File: src/rtl/chgs_pkg.sv
`default_nettype none
// ----------------------------------------------------------------------------
// chgs_pkg: shared types and constants of the convex hull block
// widths of coordinates, differences, accumulator and area, plus the
// operation word of the shared multiply-accumulate unit
// ----------------------------------------------------------------------------
package chgs_pkg;

    localparam int MAX_POINTS_DEF = 32;
    localparam int COORD_W        = 20;
    localparam int DIFF_W         = COORD_W + 1;
    localparam int PROD_W         = 2 * DIFF_W;
    localparam int ACC_W          = PROD_W + 8;
    localparam int AREA_W         = 43;
    localparam int COUNT_W        = 7;

    localparam logic [ACC_W-1:0] AREA_MAX = ACC_W'({AREA_W{1'b1}});

    typedef struct packed {
        logic signed [COORD_W-1:0] x;
        logic signed [COORD_W-1:0] y;
    } point_t;

    typedef struct packed {
        logic valid;
        logic clear;
        logic sub;
    } mac_op_t;

    function automatic logic signed [DIFF_W-1:0] coord_ext(
        input logic signed [COORD_W-1:0] a);
        return {a[COORD_W-1], a};
    endfunction

    function automatic logic signed [DIFF_W-1:0] coord_diff(
        input logic signed [COORD_W-1:0] a,
        input logic signed [COORD_W-1:0] b);
        return {a[COORD_W-1], a} - {b[COORD_W-1], b};
    endfunction

endpackage
`default_nettype wire

File: src/rtl/chgs_mac.sv
`default_nettype none
// ----------------------------------------------------------------------------
// chgs_mac: shared multiply-accumulate unit
// operand register, product register, accumulator; an op may clear the
// accumulator and may add or subtract its product
// ----------------------------------------------------------------------------
module chgs_mac
    import chgs_pkg::*;
(
    input  wire logic                     clk,
    input  wire logic                     rst_n,
    input  wire mac_op_t                  op,
    input  wire logic signed [DIFF_W-1:0] a,
    input  wire logic signed [DIFF_W-1:0] b,
    output logic signed [ACC_W-1:0]       acc,
    output logic                          busy
);

    logic                     v1_reg, v2_reg;
    logic                     clr1_reg, sub1_reg, clr2_reg, sub2_reg;
    logic signed [DIFF_W-1:0] a1_reg, b1_reg;
    logic signed [PROD_W-1:0] prod_reg;
    logic signed [ACC_W-1:0]  acc_reg, acc_next;
    logic signed [ACC_W-1:0]  base;
    logic signed [ACC_W-1:0]  prod_ext;

    always_ff @(posedge clk or negedge rst_n)
    begin
        if (!rst_n)
        begin
            v1_reg <= 1'b0;
            v2_reg <= 1'b0;
        end
        else
        begin
            v1_reg <= op.valid;
            v2_reg <= v1_reg;
        end
    end

    always_ff @(posedge clk)
    begin
        clr1_reg <= op.clear;
        sub1_reg <= op.sub;
        a1_reg   <= a;
        b1_reg   <= b;
        clr2_reg <= clr1_reg;
        sub2_reg <= sub1_reg;
        prod_reg <= a1_reg * b1_reg;
        acc_reg  <= acc_next;
    end

    always_comb
    begin
        base     = clr2_reg ? '0 : acc_reg;
        prod_ext = ACC_W'(prod_reg);
        acc_next = acc_reg;
        if (v2_reg)
        begin
            acc_next = sub2_reg ? base - prod_ext : base + prod_ext;
        end
    end

    assign acc  = acc_reg;
    assign busy = v1_reg | v2_reg;

endmodule
`default_nettype wire
File: config.mk
export PLATFORM = sky130hd
export DESIGN_NAME = chgs_mac
export DESIGN_NICKNAME = d
export VERILOG_FILES = /design/src/rtl/chgs_pkg.sv /design/src/rtl/chgs_mac.sv
export SDC_FILE = /design/constraint.sdc
export NUM_CORES = 1
export LEC_CHECK = 0
export ABC_AREA = 1
export BUFFER_PORTS_ARGS = -buffer_cell sky130_fd_sc_hd__buf_2
export CAP_MARGIN = 20
export CORE_AREA = 2 2 293 295
export CTS_CLUSTER_DIAMETER = 120
export DETAILED_ROUTE_END_ITERATION = 10
export DIE_AREA = 0 0 295 297
export SYNTH_ARGS = -nofsm -noshare
export SYNTH_HDL_FRONTEND = slang
export SYNTH_SLANG_ARGS = --single-unit
File: constraint.sdc
create_clock -name clk -period 6.6 [get_ports clk]
set_input_delay 0.33 -clock clk [delete_from_list [all_inputs] [get_ports clk]]
set_output_delay 0.33 -clock clk [all_outputs]
set_load 0.02 [all_outputs]
Word level (Yosys, flattened, before mapping)
Index checks and enable logic that the tools add are counted.
{"block": "totals", "ff_bits": 140}
{"block": "classes", "add_sub_neg": 2, "multipliers": 1, "mux": 2, "n_bitwise": 1}
{"cell": "2-to-1 mux 50 bit", "count": 2}
{"cell": "adder 50 x 42 -> 50 bit", "count": 1}
{"cell": "subtractor 50 x 42 -> 50 bit", "count": 1}
{"cell": "multiplier 21 x 21 -> 42 bit", "count": 1}
{"cell": "bitwise OR 1 bit", "count": 1}

Depth between registers and ports, before layout
{"block": "logic_depth", "depth_word": 3, "ltp_mapped": 28, "mapped_depth_nobuf": 27}

Worst setup path after synthesis
No wires, ideal clock.
{"block": "synth_timing", "path_kind": "register -> register", "startpoint": "register a1_reg[20]", "endpoint": "register prod_reg[40]", "synth_period_minus_slack_ps": 6045, "arrival_time_ps": 5932, "path_buffers": 1, "setup_ps": 113, "stages_incl_launch_ff": 24, "setup_slack_ps": 555, "cell_sequence": "dfxtp_1 -> clkbuf_1 -> nand2_1 -> fa_1 -> fa_1 -> inv_1 -> fa_1 -> inv_1 -> fa_1 -> inv_1 -> fa_1 -> inv_1 -> fa_1 -> fa_1 -> inv_1 -> ha_1 -> a21oi_1 -> nor2_1 -> o21ai_0 -> nand2_1 -> a21oi_1 -> nand3_1 -> nand2_1 -> nand2_1"}
{"block": "synth_via", "elab_chain_cells": 1}
{"element": "from (decl)", "line": "chgs_mac.sv:21", "text": "logic signed [DIFF_W-1:0] a1_reg, b1_reg;"}
{"element": "from (signal assigned)", "line": "chgs_mac.sv:45", "text": "a1_reg <= a;"}
{"element": "multiplier 21 x 21 -> 42 bit", "line": "chgs_mac.sv:49", "text": "prod_reg <= a1_reg * b1_reg;"}
{"element": "to (signal assigned)", "line": "chgs_mac.sv:49"}
{"element": "to (decl)", "line": "chgs_mac.sv:22", "text": "logic signed [PROD_W-1:0] prod_reg;"}
No other way between the ends.
A chain may end at the register's enable or synchronous reset.

Worst setup path after layout
{"block": "layout_timing", "startpoint": "register a1_reg[5]", "endpoint": "register prod_reg[21]"}
Same word-level chain as after synthesis.

==> metrics.txt <==
clock tree from TritonCTS=yes; Critical Path Start Type=register; worst-path maximum fanout=11; reg-to-reg critical path startpoint=a1_reg[5]; status=finished, final reports clean; number of inserted diodes=0; minimum clock period=6.284 ns; Initial DRC Count=1,250; class of the worst hold path=input pin to async pin; top achievable clock speed=0.1591 GHz; Cell variety after synth=40; most common cell after layout, fill and taps aside=nand2_1; vias in the first global route=23,800; Clock Latency Late Sink=0.53 ns; syn avg cell area=7.249 µm²; clock sink count=140; number of enable flip-flop cells after synthesis=50; Max Cap Viol=0; Die ar.=87,620 µm²; Final WS setup=0.3161 ns; GP Congestion=0.9627; max-slew violation count=0; CP top delay family=adder cells; CTS buffer count=17; CP required=6.98 ns; syn nets=4,376; Largest register FFs=50; setup TNS=0 ns; gr usage total=18.24%; synthesis-stage register bit count=140; synthesis-to-layout area growth=12.38%; I/O Pins=98; Syn Inst Count=3,708; DP Worst Slack=0.2526 ns; Cell Rows=107; first-pass GRT wire length=124,900 µm; Die H=297 µm; Worst setup EP type=register; async set or reset register ratio after synthesis=1.429%; CP Cell Sequence=buf_4 > nand2_1 > fa_1 > fa_1 > fa_1 > fa_1 > inv_1 > fa_1 > fa_1 > inv_1 > fa_1 > inv_1 > ha_1 > nand2_1 > nor2_1 > nand2_1 > o21bai_1 > nand2_1 > nand3_1 > nand2_1; final setup violation count=0; Buf+Inv Stages, Crit Path=4; Pre-Repair DR Iteration Count=7; grt total ovfl=0; Area contributors post-synth=fa_1 34%, nand2_1 14%, inv_1 14%; critical path arrival=6.66 ns; detailed-placement wirelength estimate=65,100 µm; capturing point of the worst reg2reg path=prod_reg[21]; Initial Utilization=31.82%; critical path class=register to register; # Post-CTS Setup Buffers=0; Vias=22,380; largest net degree at the start of global routing=51; RSZ-0062 raised after global routing=false; most frequent CP cell=fa_1; Tcrit/Tclk final=95.21%; commonest cells after routing, fill and taps aside=1,035 x nand2_1, 1,034 x inv_1, 460 x fa_1; Clock transition at path regs=0.07 ns; layout cell share with drive strength beyond 1=6.518%; vias per std cell=4.468; Crit-path slowest cell=dfxtp_1; final instance area=30,210 µm²; register area share after synthesis=12.33%; Routed WL per cell=15.22 µm; Synth Flop Type=dfxtp_1; synthesized area=26,880 µm²; synthesis warning total=0; post-route ant nets=0; fin cells=5,010; worst reg2reg setup slack=0.32 ns; clk root buf=clkbuf_16; CTS H-tree lvls=4; Max Clock Skew=0.03213 ns; Rel. slew slack=35.44%; Clock Path Buffers=2; core box area=84,480 µm²; Hold Fails Final Rpt=0; max incr delay on CP=0.66 ns; total wire length=76,270 µm; DP Cell Count=4,932; Yosys top cell by area=fa_1; reg2reg path depth=20; Die Wd=295 µm; IO buf count=97; DR DRC count=0; Cell Area, Placed=29,130 µm²; top-area cell type share of the netlist area=34.26%; Least-Margin Pin Slew=0.9625 ns; initial antenna violation count=0; nets=4,521
-- kinds of logic after synthesis --
kind of cell	count (synthesis)	synth area share, %
AND/OR/NAND/NOR	1524	22.98
buffers and inverters	1133	15.84
adder cells (fa/ha/maj)	621	41.76
AO/OA/AOI/OAI	188	3.766
flip-flops	140	12.33
XOR/XNOR	100	3.259
multiplexers	2	0.07448
-- stage by stage --
step	hold WS, ns	utilization (%)
final	0.1308	35.76
after global routing	0.1231	35.76
after CTS	0.1045	35.75
after detailed placement	0.1168	34.49
after global placement	0.1156	34.49
after floorplan	0.03441	-
-- routing by layer --
metal / wire length, µm / up-vias / global-route usage, %
li1: - / 10960 / -
met3: 3426 / 127 / 2.279
met4: 2206 / 0 / 6.110
met5: 0 / - / 0
met1: 33750 / 10740 / 23.42
met2: 36890 / 551 / 31.55
-- what timing repair did --
| item | CTS | global route |
|---|---|---|
| setup endpoints to repair | 0 | 12 |
| resized for setup | 0 | 3 |
| hold buffers | 46 | 0 |
| endpoints found under the hold margin | 47 | 0 |
-- synth_stat cells (3+ instances only) --
cell      instances
nand4_1          29
nand2_2           6
o21ai_1           4
nor2_4            5
nor3_1           20
inv_1          1034
o21bai_1         21
nor2_1          283
nor2_2            7
clkbuf_1         91
nand2_1        1035
and2_1            4
nand3b_1          6
or2_2             6
dfxtp_1          88
inv_2             3
a21oi_1          98
ha_1            161
buf_2             4
o21ai_2           3
fa_1            460
xnor2_1          21
edfxtp_1         50
o21ai_0          58
nand3_2           4
nand3_1         109
xor2_1           79
-- final cells by class --
type | instances | area (µm²)
Sequential cell | 140 | 3319
Timing Repair Buffer | 221 | 1644
Fill cell | 8996 | 54270
Multi-Input combinational cell | 2435 | 19310
Clock inverter | 10 | 91.34
Inverter | 1038 | 3896
Clock buffer | 22 | 516.7
Tap cell | 1144 | 1431
-- worst max path at each step --
stage | cells past startpoint | to | slack [ns] | startpoint
final | 20 | prod_reg[21] | 0.32 | a1_reg[5]
after global routing | 22 | prod_reg[21] | 0.001 | b1_reg[4]
after CTS | 22 | prod_reg[38] | 0.26 | a1_reg[14]
after detailed placement | 21 | prod_reg[38] | 0.25 | a1_reg[7]
after global placement | 21 | prod_reg[38] | 0.25 | a1_reg[7]
after floorplan | 23 | prod_reg[40] | 0.56 | a1_reg[20]
Power is not shown: default switching activity piles up to over one toggle a cycle in this logic, so the estimate is an artifact.
